===== config.mk =====
export PLATFORM = sky130hd
export DESIGN_NAME = dvl_binary_packet_deframer_flat
export DESIGN_NICKNAME = d
export VERILOG_FILES = /design/src/rtl/dvl_pkg.sv /design/src/rtl/dvl_ifs.sv /design/src/rtl/dvl_store.sv /design/src/rtl/dvl_frame.sv /design/src/rtl/dvl_useq.sv /design/src/rtl/dvl_binary_packet_deframer.sv /design/src/flat_wrapper.sv
export SDC_FILE = /design/constraint.sdc
export NUM_CORES = 1
export LEC_CHECK = 0
export BUFFER_PORTS_ARGS = -buffer_cell sky130_fd_sc_hd__buf_2
export CELL_PAD_IN_SITES_DETAIL_PLACEMENT = 1
export CELL_PAD_IN_SITES_GLOBAL_PLACEMENT = 1
export CORE_MARGIN = 2
export CORE_UTILIZATION = 54
export DETAILED_ROUTE_END_ITERATION = 7
export HOLD_SLACK_MARGIN = 0.12
export PLACE_DENSITY_LB_ADDON = 0.1
export SLEW_MARGIN = 25
export SYNTH_ARGS = -nofsm -noshare
export SYNTH_HDL_FRONTEND = slang
export SYNTH_SLANG_ARGS = --single-unit

===== constraint.sdc =====
create_clock -name clk -period 4.8 [get_ports clk]
set_input_delay 0.72 -clock clk [delete_from_list [all_inputs] [get_ports clk]]
set_output_delay 0.72 -clock clk [all_outputs]
set_load 0.02 [all_outputs]

===== src/rtl/dvl_pkg.sv =====
// Shared constants, types and microprogram builder for the packet deframer.
// Depends on nothing; every other file of the block but dvl_ifs imports this package.
package dvl_pkg;

  localparam int PKT_LEN      = 116;
  localparam int SUM_END      = 114;
  localparam int START_LEN    = 6;
  localparam int ID_LEN       = 9;
  localparam int SYS_TYPE_POS = 15;
  localparam int NUM_FIELDS   = 23;
  localparam int VX_POS       = 30;
  localparam int VY_POS       = 34;
  localparam int VZ_POS       = 38;

  localparam int AW = $clog2(PKT_LEN);
  localparam int MW = $clog2(START_LEN);
  localparam int FW = $clog2(NUM_FIELDS);

  localparam logic [7:0] SYS_TYPE_VAL = 8'h4C;

  // Result codes.
  localparam logic [2:0] RC_OK      = 3'd0;
  localparam logic [2:0] RC_BAD_ID  = 3'd1;
  localparam logic [2:0] RC_BAD_SYS = 3'd2;
  localparam logic [2:0] RC_BAD_SUM = 3'd3;
  localparam logic [2:0] RC_BAD_VEL = 3'd4;

  // Microcode sequencing operations.
  localparam logic [1:0] OP_NOP = 2'd0;
  localparam logic [1:0] OP_JOK = 2'd1;
  localparam logic [1:0] OP_END = 2'd2;

  typedef struct packed {
    logic ok;
    logic [2:0] code;
  } dvl_status_t;

  function automatic logic [7:0] start_byte(input logic [MW-1:0] idx);
    logic [7:0] b;
    unique case (idx)
      3'd0:    b = 8'hAA;
      3'd1:    b = 8'h10;
      3'd2:    b = 8'h01;
      3'd3:    b = 8'h74;
      3'd4:    b = 8'h00;
      3'd5:    b = 8'h10;
      default: b = 8'h00;
    endcase
    return b;
  endfunction

  function automatic logic [7:0] id_byte(input logic [3:0] idx);
    logic [7:0] b;
    unique case (idx)
      4'd0:    b = 8'h05;
      4'd1:    b = 8'h6D;
      4'd2:    b = 8'h00;
      4'd3:    b = 8'hAA;
      4'd4:    b = 8'h11;
      4'd5:    b = 8'h69;
      default: b = 8'h00;
    endcase
    return b;
  endfunction

  function automatic logic [AW-1:0] field_pos(input logic [FW-1:0] f);
    logic [AW-1:0] p;
    unique case (f)
      5'd0:    p = 7'd29;
      5'd1:    p = 7'd21;
      5'd2:    p = 7'd22;
      5'd3:    p = 7'd23;
      5'd4:    p = 7'd24;
      5'd5:    p = 7'd25;
      5'd6:    p = 7'd26;
      5'd7:    p = 7'd27;
      5'd8:    p = 7'(VX_POS);
      5'd9:    p = 7'(VY_POS);
      5'd10:   p = 7'(VZ_POS);
      5'd11:   p = 7'd42;
      5'd12:   p = 7'd46;
      5'd13:   p = 7'd50;
      5'd14:   p = 7'd54;
      5'd15:   p = 7'd58;
      5'd16:   p = 7'd62;
      5'd17:   p = 7'd66;
      5'd18:   p = 7'd70;
      5'd19:   p = 7'd72;
      5'd20:   p = 7'd74;
      5'd21:   p = 7'd78;
      5'd22:   p = 7'd82;
      default: p = 7'd0;
    endcase
    return p;
  endfunction

  function automatic int field_size(input logic [FW-1:0] f);
    int n;
    if (f < 5'd7) begin
      n = 1;
    end else if (f == 5'd7 || f == 5'd18 || f == 5'd19) begin
      n = 2;
    end else begin
      n = 4;
    end
    return n;
  endfunction

  function automatic logic [15:0] start_sum();
    logic [15:0] s;
    s = '0;
    for (int i = 0; i < START_LEN; i++) begin
      s = s + {8'h00, start_byte(MW'(i))};
    end
    return s;
  endfunction

  localparam logic [15:0] START_SUM = start_sum();

  // One control word per microprogram step.
  typedef struct packed {
    logic [1:0]    op;
    logic [6:0]    target;
    logic          rd_en;
    logic [AW-1:0] rd_addr;
    logic [1:0]    lane;
    logic          clr;
    logic          emit;
    logic          emit_err;
    logic [FW-1:0] fidx;
    logic          last;
  } ctrl_t;

  localparam int UC_W = $bits(ctrl_t);

  function automatic int total_bytes();
    int n;
    n = 0;
    for (int f = 0; f < NUM_FIELDS; f++) begin
      n = n + field_size(FW'(f));
    end
    return n;
  endfunction

  // Check step, error step, one read step per field byte, final emit step.
  localparam int UC_DEPTH = 3 + total_bytes();
  localparam int SW = $clog2(UC_DEPTH);

  // Program: step 0 jumps over the error step when the packet is good.
  // Each field's first read carries the emit of the previous field.
  function automatic logic [UC_DEPTH*UC_W-1:0] build_ucode();
    logic [UC_DEPTH*UC_W-1:0] rom;
    ctrl_t w;
    int s;
    rom = '0;
    s = 0;
    w = '0;
    w.op = OP_JOK;
    w.target = 7'd2;
    rom[s*UC_W +: UC_W] = w;
    s++;
    w = '0;
    w.op = OP_END;
    w.emit = 1'b1;
    w.emit_err = 1'b1;
    w.last = 1'b1;
    rom[s*UC_W +: UC_W] = w;
    s++;
    for (int f = 0; f < NUM_FIELDS; f++) begin
      for (int k = 0; k < field_size(FW'(f)); k++) begin
        w = '0;
        w.op = OP_NOP;
        w.rd_en = 1'b1;
        w.rd_addr = field_pos(FW'(f)) + AW'(k);
        w.lane = 2'(k);
        w.clr = (k == 0);
        if (k == 0 && f > 0) begin
          w.emit = 1'b1;
          w.fidx = FW'(f - 1);
        end
        rom[s*UC_W +: UC_W] = w;
        s++;
      end
    end
    w = '0;
    w.op = OP_END;
    w.emit = 1'b1;
    w.fidx = FW'(NUM_FIELDS - 1);
    w.last = 1'b1;
    rom[s*UC_W +: UC_W] = w;
    return rom;
  endfunction

endpackage


===== src/rtl/dvl_ifs.sv =====
// Valid/ready channel interfaces: received bytes in, field records out.
// Depends on nothing.
interface dvl_byte_if;
  logic       valid;
  logic       ready;
  logic [7:0] rx_byte;

  modport source (output valid, output rx_byte, input ready);
  modport sink   (input valid, input rx_byte, output ready);
endinterface

interface dvl_rec_if;
  logic        valid;
  logic        ready;
  logic [2:0]  result_code;
  logic [4:0]  field_index;
  logic [31:0] field_value;
  logic        last_record;

  modport source (output valid, output result_code, output field_index,
                  output field_value, output last_record, input ready);
  modport sink   (input valid, input result_code, input field_index,
                  input field_value, input last_record, output ready);
endinterface


===== src/rtl/dvl_store.sv =====
// Packet byte memory: one write port, one registered read port.
// Depends on dvl_pkg.
module dvl_store
  import dvl_pkg::*;
(
  input  logic          clk,
  input  logic          we,
  input  logic [AW-1:0] waddr,
  input  logic [7:0]    wdata,
  input  logic          re,
  input  logic [AW-1:0] raddr,
  output logic [7:0]    rdata
);

  logic [7:0] mem [PKT_LEN];
  logic [7:0] rdata_r;

  always_ff @(posedge clk) begin
    if (we) begin
      mem[waddr] <= wdata;
    end
  end

  always_ff @(posedge clk) begin
    if (re) begin
      rdata_r <= mem[raddr];
    end
  end

  assign rdata = rdata_r;

endmodule


===== src/rtl/dvl_frame.sv =====
// Start-pattern hunt, byte collection and on-the-fly packet checks.
// Depends on dvl_pkg.
module dvl_frame
  import dvl_pkg::*;
(
  input  logic          clk,
  input  logic          rst_n,
  input  logic          in_fire,
  input  logic [7:0]    rx_byte,
  output logic          wr_en,
  output logic [AW-1:0] wr_addr,
  output logic          start,
  output dvl_status_t   status
);

  logic          collecting_r, collecting_nxt;
  logic [MW-1:0] match_r, match_nxt;
  logic [AW-1:0] count_r, count_nxt;
  logic          pkt_open;

  logic [15:0] sum_r;
  logic [15:0] chk_r;
  logic        id_bad_r;
  logic        sys_bad_r;
  logic        exp_lsb_r;
  logic        vel_bad_r;

  assign pkt_open = in_fire && !collecting_r && (rx_byte == start_byte(match_r))
                    && (match_r == MW'(START_LEN - 1));

  always_comb begin
    collecting_nxt = collecting_r;
    match_nxt      = match_r;
    count_nxt      = count_r;
    start          = 1'b0;
    if (in_fire) begin
      if (!collecting_r) begin
        if (rx_byte == start_byte(match_r)) begin
          if (match_r == MW'(START_LEN - 1)) begin
            collecting_nxt = 1'b1;
            match_nxt      = '0;
            count_nxt      = AW'(START_LEN);
          end else begin
            match_nxt = match_r + MW'(1);
          end
        end else if (rx_byte == start_byte(MW'(0))) begin
          match_nxt = MW'(1);
        end else begin
          match_nxt = '0;
        end
      end else begin
        if (count_r == AW'(PKT_LEN - 1)) begin
          collecting_nxt = 1'b0;
          count_nxt      = '0;
          start          = 1'b1;
        end else begin
          count_nxt = count_r + AW'(1);
        end
      end
    end
  end

  always_ff @(posedge clk) begin
    if (!rst_n) begin
      collecting_r <= 1'b0;
      match_r      <= '0;
      count_r      <= '0;
    end else begin
      collecting_r <= collecting_nxt;
      match_r      <= match_nxt;
      count_r      <= count_nxt;
    end
  end

  // The start bytes are never read back, so only body bytes go to the store;
  // their contribution to the sum is a constant.
  always_ff @(posedge clk) begin
    if (pkt_open) begin
      sum_r     <= START_SUM;
      id_bad_r  <= 1'b0;
      sys_bad_r <= 1'b0;
      vel_bad_r <= 1'b0;
    end else if (in_fire && collecting_r) begin
      if (count_r < AW'(SUM_END)) begin
        sum_r <= sum_r + {8'h00, rx_byte};
      end
      if (count_r == AW'(SUM_END)) begin
        chk_r[7:0] <= rx_byte;
      end
      if (count_r == AW'(SUM_END + 1)) begin
        chk_r[15:8] <= rx_byte;
      end
      if (count_r < AW'(START_LEN + ID_LEN)
          && rx_byte != id_byte(4'(count_r - AW'(START_LEN)))) begin
        id_bad_r <= 1'b1;
      end
      if (count_r == AW'(SYS_TYPE_POS) && rx_byte != SYS_TYPE_VAL) begin
        sys_bad_r <= 1'b1;
      end
      // Exponent of a float32 spans bit 7 of byte 2 and bits 6:0 of byte 3.
      if (count_r == AW'(VX_POS + 2) || count_r == AW'(VY_POS + 2)
          || count_r == AW'(VZ_POS + 2)) begin
        exp_lsb_r <= rx_byte[7];
      end
      if ((count_r == AW'(VX_POS + 3) || count_r == AW'(VY_POS + 3)
           || count_r == AW'(VZ_POS + 3)) && exp_lsb_r && (rx_byte[6:0] == 7'h7F)) begin
        vel_bad_r <= 1'b1;
      end
    end
  end

  always_comb begin
    priority if (id_bad_r) begin
      status.code = RC_BAD_ID;
    end else if (sys_bad_r) begin
      status.code = RC_BAD_SYS;
    end else if (sum_r != chk_r) begin
      status.code = RC_BAD_SUM;
    end else if (vel_bad_r) begin
      status.code = RC_BAD_VEL;
    end else begin
      status.code = RC_OK;
    end
    status.ok = (status.code == RC_OK);
  end

  assign wr_en   = in_fire && collecting_r;
  assign wr_addr = count_r;

endmodule


===== src/rtl/dvl_useq.sv =====
// Microcoded readout sequencer: step counter, program ROM, conditional jump.
// Depends on dvl_pkg.
module dvl_useq
  import dvl_pkg::*;
(
  input  logic  clk,
  input  logic  rst_n,
  input  logic  start,
  input  logic  status_ok,
  input  logic  adv,
  output logic  busy,
  output ctrl_t ctrl
);

  localparam logic [UC_DEPTH*UC_W-1:0] UCODE = build_ucode();

  logic          busy_r, busy_nxt;
  logic [SW-1:0] step_r, step_nxt;

  assign ctrl = ctrl_t'(UCODE[step_r*UC_W +: UC_W]);
  assign busy = busy_r;

  always_comb begin
    busy_nxt = busy_r;
    step_nxt = step_r;
    if (!busy_r) begin
      if (start) begin
        busy_nxt = 1'b1;
        step_nxt = '0;
      end
    end else if (adv) begin
      unique case (ctrl.op)
        OP_NOP: step_nxt = step_r + SW'(1);
        OP_JOK: step_nxt = status_ok ? SW'(ctrl.target) : step_r + SW'(1);
        OP_END: busy_nxt = 1'b0;
        default: step_nxt = step_r + SW'(1);
      endcase
    end
  end

  always_ff @(posedge clk) begin
    if (!rst_n) begin
      busy_r <= 1'b0;
      step_r <= '0;
    end else begin
      busy_r <= busy_nxt;
      step_r <= step_nxt;
    end
  end

endmodule


===== src/rtl/dvl_binary_packet_deframer.sv =====
// Top level of the byte-serial packet deframer: framing, store, sequencer, output.
// Depends on dvl_pkg, dvl_ifs, dvl_frame, dvl_store and dvl_useq.
//
//   channel   dir  handshake       payload
//   in_ch     in   valid / ready   rx_byte[7:0]
//   out_ch    out  valid / ready   result_code[2:0], field_index[4:0],
//                                  field_value[31:0], last_record
//
// Cycles: one byte is taken per cycle while a packet is hunted or collected.
// After the 116th byte the input is held off while the microprogram runs: a
// failed packet takes 2 steps, a good one 67 steps, 65 of which each read one
// byte from the packet store; a stalled output holds the run longer.
// Reset is synchronous and active low; it clears the hunt and the sequencer,
// not the packet store. A stalled output holds its item and freezes the
// sequencer on its next emit step; the input side is not affected otherwise.
module dvl_binary_packet_deframer
  import dvl_pkg::*;
(
  input logic       clk,
  input logic       rst_n,
  dvl_byte_if.sink  in_ch,
  dvl_rec_if.source out_ch
);

  logic          in_fire;
  logic          wr_en;
  logic [AW-1:0] wr_addr;
  logic          start;
  dvl_status_t   status;
  logic          busy;
  ctrl_t         ctrl;
  logic          adv;
  logic          rd_fire;
  logic          emit_fire;
  logic [7:0]    rdata;

  // The capture stage acts in the cycle after each store read.
  logic        cap_en_r;
  logic [1:0]  cap_lane_r;
  logic        cap_clr_r;
  logic [31:0] word_r, word_nxt, word_base;

  logic        out_valid_r;
  logic [2:0]  out_code_r;
  logic [4:0]  out_fidx_r;
  logic [31:0] out_value_r;
  logic        out_last_r;

  // Input is taken only while no record run is in progress.
  assign in_ch.ready = !busy;
  assign in_fire     = in_ch.valid && !busy;

  dvl_frame u_frame (
    .clk     (clk),
    .rst_n   (rst_n),
    .in_fire (in_fire),
    .rx_byte (in_ch.rx_byte),
    .wr_en   (wr_en),
    .wr_addr (wr_addr),
    .start   (start),
    .status  (status)
  );

  // An emit step waits while the output register holds an item the sink is not ready to take.
  assign adv       = !ctrl.emit || !out_valid_r || out_ch.ready;
  assign rd_fire   = busy && adv && ctrl.rd_en;
  assign emit_fire = busy && adv && ctrl.emit;

  dvl_useq u_useq (
    .clk       (clk),
    .rst_n     (rst_n),
    .start     (start),
    .status_ok (status.ok),
    .adv       (adv),
    .busy      (busy),
    .ctrl      (ctrl)
  );

  dvl_store u_store (
    .clk   (clk),
    .we    (wr_en),
    .waddr (wr_addr),
    .wdata (in_ch.rx_byte),
    .re    (rd_fire),
    .raddr (ctrl.rd_addr),
    .rdata (rdata)
  );

  always_ff @(posedge clk) begin
    if (!rst_n) begin
      cap_en_r <= 1'b0;
    end else begin
      cap_en_r <= rd_fire;
    end
  end

  always_ff @(posedge clk) begin
    if (rd_fire) begin
      cap_lane_r <= ctrl.lane;
      cap_clr_r  <= ctrl.clr;
    end
  end

  // Little-endian assembly: each read byte lands in its lane, the first byte
  // of a field clears the rest. The emit step sees the assembled word in the
  // same cycle as the field's last byte arrives.
  always_comb begin
    word_base = cap_clr_r ? 32'h0 : word_r;
    word_nxt  = word_r;
    if (cap_en_r) begin
      word_nxt = word_base;
      unique case (cap_lane_r)
        2'd0: word_nxt[7:0]   = rdata;
        2'd1: word_nxt[15:8]  = rdata;
        2'd2: word_nxt[23:16] = rdata;
        2'd3: word_nxt[31:24] = rdata;
      endcase
    end
  end

  always_ff @(posedge clk) begin
    word_r <= word_nxt;
  end

  always_ff @(posedge clk) begin
    if (!rst_n) begin
      out_valid_r <= 1'b0;
    end else if (emit_fire) begin
      out_valid_r <= 1'b1;
    end else if (out_ch.ready) begin
      out_valid_r <= 1'b0;
    end
  end

  always_ff @(posedge clk) begin
    if (emit_fire) begin
      out_code_r  <= ctrl.emit_err ? status.code : RC_OK;
      out_fidx_r  <= ctrl.emit_err ? 5'd0 : ctrl.fidx;
      out_value_r <= ctrl.emit_err ? 32'h0 : word_nxt;
      out_last_r  <= ctrl.last;
    end
  end

  assign out_ch.valid       = out_valid_r;
  assign out_ch.result_code = out_code_r;
  assign out_ch.field_index = out_fidx_r;
  assign out_ch.field_value = out_value_r;
  assign out_ch.last_record = out_last_r;

endmodule


===== src/flat_wrapper.sv =====
// flat-port wrapper written by rule: the top's interface ports become plain ports
module dvl_binary_packet_deframer_flat import dvl_pkg::*;
  (clk, rst_n, in_ch_valid, in_ch_rx_byte, in_ch_ready, out_ch_valid, out_ch_result_code, out_ch_field_index, out_ch_field_value, out_ch_last_record, out_ch_ready);
  dvl_byte_if in_ch_i ();
  dvl_rec_if out_ch_i ();
  input logic clk;
  input logic rst_n;
  input wire logic [$bits(in_ch_i.valid)-1:0] in_ch_valid;
  input wire logic [$bits(in_ch_i.rx_byte)-1:0] in_ch_rx_byte;
  output wire logic [$bits(in_ch_i.ready)-1:0] in_ch_ready;
  output wire logic [$bits(out_ch_i.valid)-1:0] out_ch_valid;
  output wire logic [$bits(out_ch_i.result_code)-1:0] out_ch_result_code;
  output wire logic [$bits(out_ch_i.field_index)-1:0] out_ch_field_index;
  output wire logic [$bits(out_ch_i.field_value)-1:0] out_ch_field_value;
  output wire logic [$bits(out_ch_i.last_record)-1:0] out_ch_last_record;
  input wire logic [$bits(out_ch_i.ready)-1:0] out_ch_ready;
  assign in_ch_i.valid = in_ch_valid;
  assign in_ch_i.rx_byte = in_ch_rx_byte;
  assign in_ch_ready = in_ch_i.ready;
  assign out_ch_valid = out_ch_i.valid;
  assign out_ch_result_code = out_ch_i.result_code;
  assign out_ch_field_index = out_ch_i.field_index;
  assign out_ch_field_value = out_ch_i.field_value;
  assign out_ch_last_record = out_ch_i.last_record;
  assign out_ch_i.ready = out_ch_ready;
  dvl_binary_packet_deframer u_core (.clk(clk), .rst_n(rst_n), .in_ch(in_ch_i), .out_ch(out_ch_i));
endmodule

==> run_results.csv, run 1 <==
group,metric,value,unit
floorplan,rows,103,
logic_synthesis,synthCells,2526,
power,p_leak,16.2,nW
setup_path,worstPathMaxFanout,46,
floorplan,initial_core_util,54.4,%
setup_path,arrival,5040,ps
floorplan,io_pins,55,
setup_path,r2r_cells,11,
timing,slew_viol_final,0,
floorplan,die_area,81600,um2
detailed_routing,dr.pass1.iters,7,
logic_synthesis,synth_top_area_share,69.9,%
setup_path,required,5220,ps
finish,nFillCells,6903,
clock_network,clkTransAtPathRegs,60,ps
floorplan,die_w,286,um
finish,final_util,62.0,%
clock_network,clk_latency,680,ps
logic_synthesis,yosysSeqAreaShare,73.3,%
setup_path,timing.rr.start,"u_core.u_useq.step_r[1]$_SDFFE_PN0P_",
power,p_int,14.9,mW
power,total_power,18.7,mW
min_path,min_path_cells,1,
timing,clock_skew,29.5,ps
outcome,status,"completed",
placed_design,dp_hpwl,75600,um
global_route,grt_max_degree,87,
detailed_routing,drt_iter0_drc,2814,
power,pwr-share-clk,44.5,%
logic_synthesis,synth.area.top_cells,"edfxtp_1 70%, mux4_2 8.2%, dfxtp_1 3.4%, nand2_1 2.3%, nor2_1 1.5%",
global_route,groute.layer.met2.usage,47.3,%
power,power.density,383,nW/um2
global_route,grt_pass1_wl,175000,um
global_route,grt_usage,29.3,%
job,maxCapViolCount,0,
logic_synthesis,syn_area,42800,um2
logic_synthesis,ys_ff_latch,1069,
clock_network,htree_levels,3,
timing,setup_viol,0,
logic_synthesis,synth_enable_flop_cells,997,
setup_path,path_class,"reg -> reg",
timing,rsz0062_at_grt,"false",
placed_design,io_buffers,54,
power,switching_power,3.71,mW
logic_synthesis,synth_area_per_cell,17.0,um2
power,ir_drop,0.000292,V
min_path,whs_endpoint,"u_core.u_frame.chk_r[1]$_DFFE_PP_",
global_route,busiest_layer,"met2",
power,comb_power_share,1.0,%
logic_synthesis,postSynth.asyncResetShare,0,%
logic_synthesis,synth_largest_area_cell,"edfxtp_1",
clock_network,clock-sinks,1069,
detailed_routing,routed_wl,119000,um
logic_synthesis,ys_warn_count,0,
global_route,met1_usage,41.3,%
clock_network,cts_buffers,108,
setup_path,r2r_setup_slack,180,ps
setup_path,start_kind,"register",
clock_network,cts_buffer_depth,3,
detailed_routing,post_drt_wl_per_cell,30.6,um
floorplan,die_h,286,um
timing,min_period,4620,ps
detailed_routing,drcViolationCount,0,
power,power_frac_seq,54.5,%
min_path,hold_start,"in_ch_rx_byte[1]",
global_route,grt_overflow,0,
logic_synthesis,yosysUniqueCellTypes,76,
clock_network,clockRootBuffer,"clkbuf_16",
floorplan,fp.coreArea,78700,um2
timing,finalCritPeriodShare,96.2,%
setup_path,end_kind,"register",
placed_design,gp_congestion,0.850,
timing,clock.fmax,216,MHz
logic_synthesis,ys_top_cells_by_count,"997 x edfxtp_1, 267 x nand2_1, 175 x nor2_1",
global_route,grt_pass1_vias,25800,
detailed_routing,vias,24600,
power,sw_frac_of_total,19.9,%
detailed_routing,vias_per_cell,6.34,
global_route,antenna_found_initial,5,
min_path,worst_hold_path_type,"in -> reg",
global_route,grt_use_met3,4.76,%
timing,slew_headroom,29.4,%
logic_synthesis,synthFlopType,"edfxtp_1",
timing,hold_viol_final,0,
clock_network,cts_tree,"built",
logic_synthesis,synth_fp_nets,2569,
finish,layout.nets,2780,
setup_path,rr_endpoint,"u_core.u_store.rdata[1]$_DFFE_PP_",
finish,post_route_cells_drive_above_1_share,20.0,%
logic_synthesis,synth.most_common_cell,"edfxtp_1",
timing,tightest_slew,1050,ps
detailed_routing,antenna_left,0,
finish,area_delta_synth_final,13.9,%
-- sequential cells by signal (all words and copies together) (netlist names), 2 cells and up --
signal and count:
u_core.cap_lane_r 2, u_core.out_ch.field_index 5, u_core.out_ch.field_value 32, u_core.out_ch.result_code 3, u_core.u_frame.chk_r 16, u_core.u_frame.match_r 3, u_core.u_frame.sum_r 16, u_core.u_frame.wr_addr 7
u_core.u_store.mem 928, u_core.u_store.rdata 8, u_core.u_useq.step_r 7, u_core.word_r 32
-- timing repair --
| action | in CTS | in global routing |
|---|---|---|
| pin swaps | 0 | 1 |
| setup endpoints to repair | 1 | 4 |
| hold buffers | 0 | 0 |
| setup buffers | 0 | 2 |
| gates resized for setup | 1 | 5 |
-- power groups by stage --
stage          Clock (mW)  Sequential, mW  Combinational (mW)
2_1_floorplan           0            10.4              0.0147
3_3_place_gp            0            10.4               0.182
3_5_place_dp            0            10.4               0.196
4_1_cts              8.40            10.2               0.196
5_1_grt              8.74            10.2               0.208
6_report             8.30            10.2               0.195
-- layout by cell type (no fill, tap or decap), types with 14 or more instances in the layout --
cell,synthesis,layout
nor2_1,175,171
edfxtp_1,997,997
mux2i_1,46,46
clkbuf_16,0,110
clkinv_1,1,27
nand2_1,267,267
nand3_1,43,41
a22o_1,50,50
a21oi_1,106,105
nand4_1,14,14
xnor2_1,32,32
clkinv_2,0,20
clkbuf_1,52,31
mux4_2,156,156
and2_1,40,40
buf_12,4,17
ha_1,30,30
nor3_1,18,18
buf_4,23,168
dfxtp_1,72,72
o21ai_0,31,31
inv_1,31,31
a2111oi_0,34,27
buf_2,30,46
nor2b_1,19,19
a22oi_1,51,51
a211oi_1,17,15
-- cell families (layout without fill, tap and decap cells) --
logic type                 count (synthesis)  count (layout)  synth area share [%]
DFF                                     1069            1069                  73.3
and+or+nand+nor                          627             627                  6.50
AOI/OAI and AO/OA                        382             382                  6.29
muxes                                    216             216                  10.1
buffers and inverters                    162             468                  2.17
xor gates and xnor gates                  39              39                 0.797
adders and majority gates                 31              31                 0.923
other                                      0               1                     0
-- through the flow --
| stage | instance area [um2] | instances | hold slack, ps | worst slack [ps] | setup TNS, ps |
|---|---|---|---|---|---|
| floorplan | 42800 | 2526 | 435 | 712 | 0 |
| global placement | 45200 | 3674 | 454 | -75.0 | -84.1 |
| detailed placement | 45300 | 3675 | 461 | -36.5 | -36.5 |
| CTS | 48700 | 3880 | 407 | 16.1 | 0 |
| global route | 48800 | 3882 | 414 | 42.0 | 0 |
| finish | 48800 | 3883 | 416 | 180 | 0 |
-- cell type report --
cell class	count	area, um2	share of cell area [%]
timing repair buffer	231	1830	3.76
inverter	32	120	0.246
clock inverter	63	576	1.18
clock buffer	142	2880	5.91
sequential	1069	31400	64.3
multi-input combinational	1295	10700	21.9
tap	1050	1310	2.69
antenna	1	2.50	0.00513
-- worst max-delay path by stage --
stage,start,slack [ps],cells past startpoint,to
2_1_floorplan,u_core.u_useq.step_r[2]$_SDFFE_PN0P_,710,10,u_core.out_ch.field_index[0]$_SDFFCE_PP0P_
3_3_place_gp,u_core.u_useq.step_r[1]$_SDFFE_PN0P_,-80,11,u_core.u_store.rdata[5]$_DFFE_PP_
3_5_place_dp,u_core.u_useq.step_r[1]$_SDFFE_PN0P_,-40,12,u_core.u_store.rdata[5]$_DFFE_PP_
4_1_cts,u_core.u_useq.step_r[1]$_SDFFE_PN0P_,20,13,u_core.u_store.rdata[0]$_DFFE_PP_
5_1_grt,u_core.u_useq.step_r[1]$_SDFFE_PN0P_,40,13,u_core.u_store.rdata[0]$_DFFE_PP_
6_report,u_core.u_useq.step_r[1]$_SDFFE_PN0P_,180,11,u_core.u_store.rdata[1]$_DFFE_PP_
-- per-layer routing --
metal | routed length (um) | share of wire (%)
met5 | 0 | 0
met4 | 3600 | 3.0
met3 | 8720 | 7.4
met2 | 57800 | 49
met1 | 48500 | 41
-- worst max-delay path: stages (launching register included) --
cell and delay [ps]:
dfxtp_1 550, inv_1 210, ha_1 260, mux2_2 280, a32oi_1 250, and2_4 400, buf_12 340, mux4_2 560
a2111oi_0 880, buf_4 240, a21oi_1 90, a41o_1 250
No activity file was read; power rests on OpenSTA's default activity.
==> run 2, diff against run 1 <==
BUFFER_PORTS_ARGS = unset   (was -buffer_cell sky130_fd_sc_hd__buf_2)
CORE_UTILIZATION = 55   (was 54)
DONT_BUFFER_PORTS = 1   (was unset)
==> run 2 against run 1 <==
Effect of this change:
- total power rose by 0.81%
- global-route usage fell by 0.24 points
- critical path type unchanged
- sequential cell count stayed put
- non-clock buffer count is 75 lower
- critical path depth grew 1
- clock skew increased by 18 ps
- worst hold slack worse by 260 ps
- largest cell class unchanged
- clock-buffer cell count shrank 13
==> run_results.csv, run 2 (synthesis results as in run 1) <==
group,metric,value,unit
setup_path,arrival,5060,ps
timing,setup_viol,0,
setup_path,worstPathCellList,"inv_1 > ha_1 > mux2_2 > a32oi_1 > and2_4 > buf_4 > mux4_2 > a2111oi_0 > buf_4 > a22o_1 > nor4_1 > a41o_1",
power,power.density,388,nW/um2
timing,slew_headroom,28.6,%
timing,clock.fmax,217,MHz
detailed_routing,post_drt_wl_per_cell,30.3,um
timing,hold_viol_final,0,
finish,design_area,48400,um2
clock_network,post-cts-setup-buffers,0,
clock_network,clk_latency,700,ps
detailed_routing,drt_iter0_drc,2165,
detailed_routing,antenna_left,0,
setup_path,cpMostUsedCell,"buf_4",
detailed_routing,dr.pass1.iters,5,
finish,final_cell_count_no_fill,3795,
global_route,grt_pass1_wl,173000,um
setup_path,crit_family,"compound AO/OA/AOI/OAI gates",
detailed_routing,vias,24200,
finish,final_common_cell,"edfxtp_1",
power,total_power,18.8,mW
timing,tns,0,ps
job,maxCapViolCount,0,
min_path,worst_hold_path_type,"in -> reg",
finish,layout.nets,2705,
finish,regMostFlops,"u_core.u_store.mem",
timing,slew_viol_final,0,
timing,min_period,4620,ps
placed_design,postPlaceCellArea,44700,um2
global_route,grt_usage,29.1,%
clock_network,cts_buffer_depth,3,
floorplan,die_h,283,um
setup_path,slowest_stage,"a2111oi_0",
global_route,antenna_found_initial,0,
setup_path,max_stage_delay,780,ps
floorplan,rows,102,
finish,final_cell_mix,"997 x edfxtp_1, 267 x nand2_1, 172 x nor2_1",
global_route,grt_pass1_vias,25700,
timing,clock_skew,47.2,ps
setup_path,path_class,"reg -> reg",
finish,nFillCells,6751,
power,p_leak,15.8,nW
global_route,grt_max_degree,127,
outcome,status,"completed",
detailed_routing,routed_wl,115000,um
placed_design,placed_cells,3584,
detailed_routing,vias_per_cell,6.37,
timing,finalCritPeriodShare,96.2,%
floorplan,fp.coreArea,77300,um2
setup_path,worst-path-buf-inv,3,
clock_network,clockRootBuffer,"clkbuf_16",
finish,post_route_cells_drive_above_1_share,18.1,%
setup_path,worstPathMaxFanout,11,
placed_design,gp_congestion,0.833,
floorplan,io_pins,55,
floorplan,initial_core_util,55.4,%
timing,rsz0062_at_grt,"false",
clock_network,htree_levels,3,
timing,tightest_slew,1060,ps
clock_network,clock-sinks,1069,
floorplan,die_w,283,um
clock_network,cts_tree,"built",
clock_network,clkTransAtPathRegs,70,ps
setup_path,start_kind,"register",
setup_path,end_kind,"register",
clock_network,cts_buffers,108,
global_route,grt_overflow,0,
finish,area_delta_synth_final,13.1,%
detailed_routing,drcViolationCount,0,
power,ir_drop,0.000327,V
placed_design,io_buffers,0,
finish,largest_reg_flops,928,
setup_path,required,5240,ps
placed_design,dp_hpwl,69900,um
floorplan,die_area,80100,um2
run 2: changes by cell type in the layout (fill, tap and decap cells not counted), moves of 4 or more:
cell           previous run  this run
buf_4                   168       134
clkinv_1                 27        18
clkinvlp_4                2        11
clkinv_2                 20        25
clkbuf_1                 31        17
dlygate4sd3_1             0         7
buf_2                    46         0
a2111oi_0                27        33
bufinv_16                10        14
run 2: metal layers:
metal	share of wire (%)	wire length, um	GRT usage, %	vias up
met2	49	56000	47.3	934
met1	41	47700	40.3	12700
met3	6.3	7200	4.73	226
met4	3.6	4170	10.4	0
met5	0	0	0	-
li1	-	-	-	10300
run 2: report_power, final:
group / internal, mW / switching [mW] / total (mW)
registers: 10.2 / 0.0000412 / 10.2
logic: 0.0112 / 0.0163 / 0.0276
clock network: 4.99 / 3.63 / 8.62
total: 15.2 / 3.65 / 18.8
run 2: cell type report:
cell class | count | area [um2] | area share, %
Sequential cell | 1069 | 31400 | 64.8
Multi-Input combinational cell | 1295 | 10600 | 21.9
Clock buffer | 129 | 2840 | 5.87
Timing Repair Buffer | 156 | 1380 | 2.84
Tap cell | 1040 | 1300 | 2.69
Clock inverter | 73 | 792 | 1.63
Inverter | 32 | 120 | 0.248
Antenna cell | 1 | 2.50 | 0.00517
run 2: through the flow:
stage | hold WS (ps) | worst slack, ps | utilization (%)
floorplan | 435 | 712 | -
global placement | 454 | 189 | 57.8
detailed placement | 456 | 138 | 57.8
CTS | 120 | 155 | 62.6
global route | 126 | 21.3 | 62.6
finish | 156 | 185 | 62.6
run 2: path summary, 6_finish.rpt:
kind / start / to / slack [ps] / cells after the start
setup / recovery: u_core.u_useq.step_r[1]$_SDFFE_PN0P_ / u_core.u_store.rdata[2]$_DFFE_PP_ / 180 / 12
hold / removal: rst_n / u_core.cap_en_r$_SDFF_PN0_ / 160 / 1
setup reg to reg: u_core.u_useq.step_r[1]$_SDFFE_PN0P_ / u_core.u_store.rdata[2]$_DFFE_PP_ / 180 / 12
hold reg to reg: u_core.word_r[12]$_DFF_P_ / u_core.word_r[12]$_DFF_P_ / 470 / 1
run 2: repair_timing:
action	in CTS	in global routing
endpoints found under the setup margin	0	1
hold endpoints to repair	27	1
hold buffers	6	1
gates resized for setup	0	1
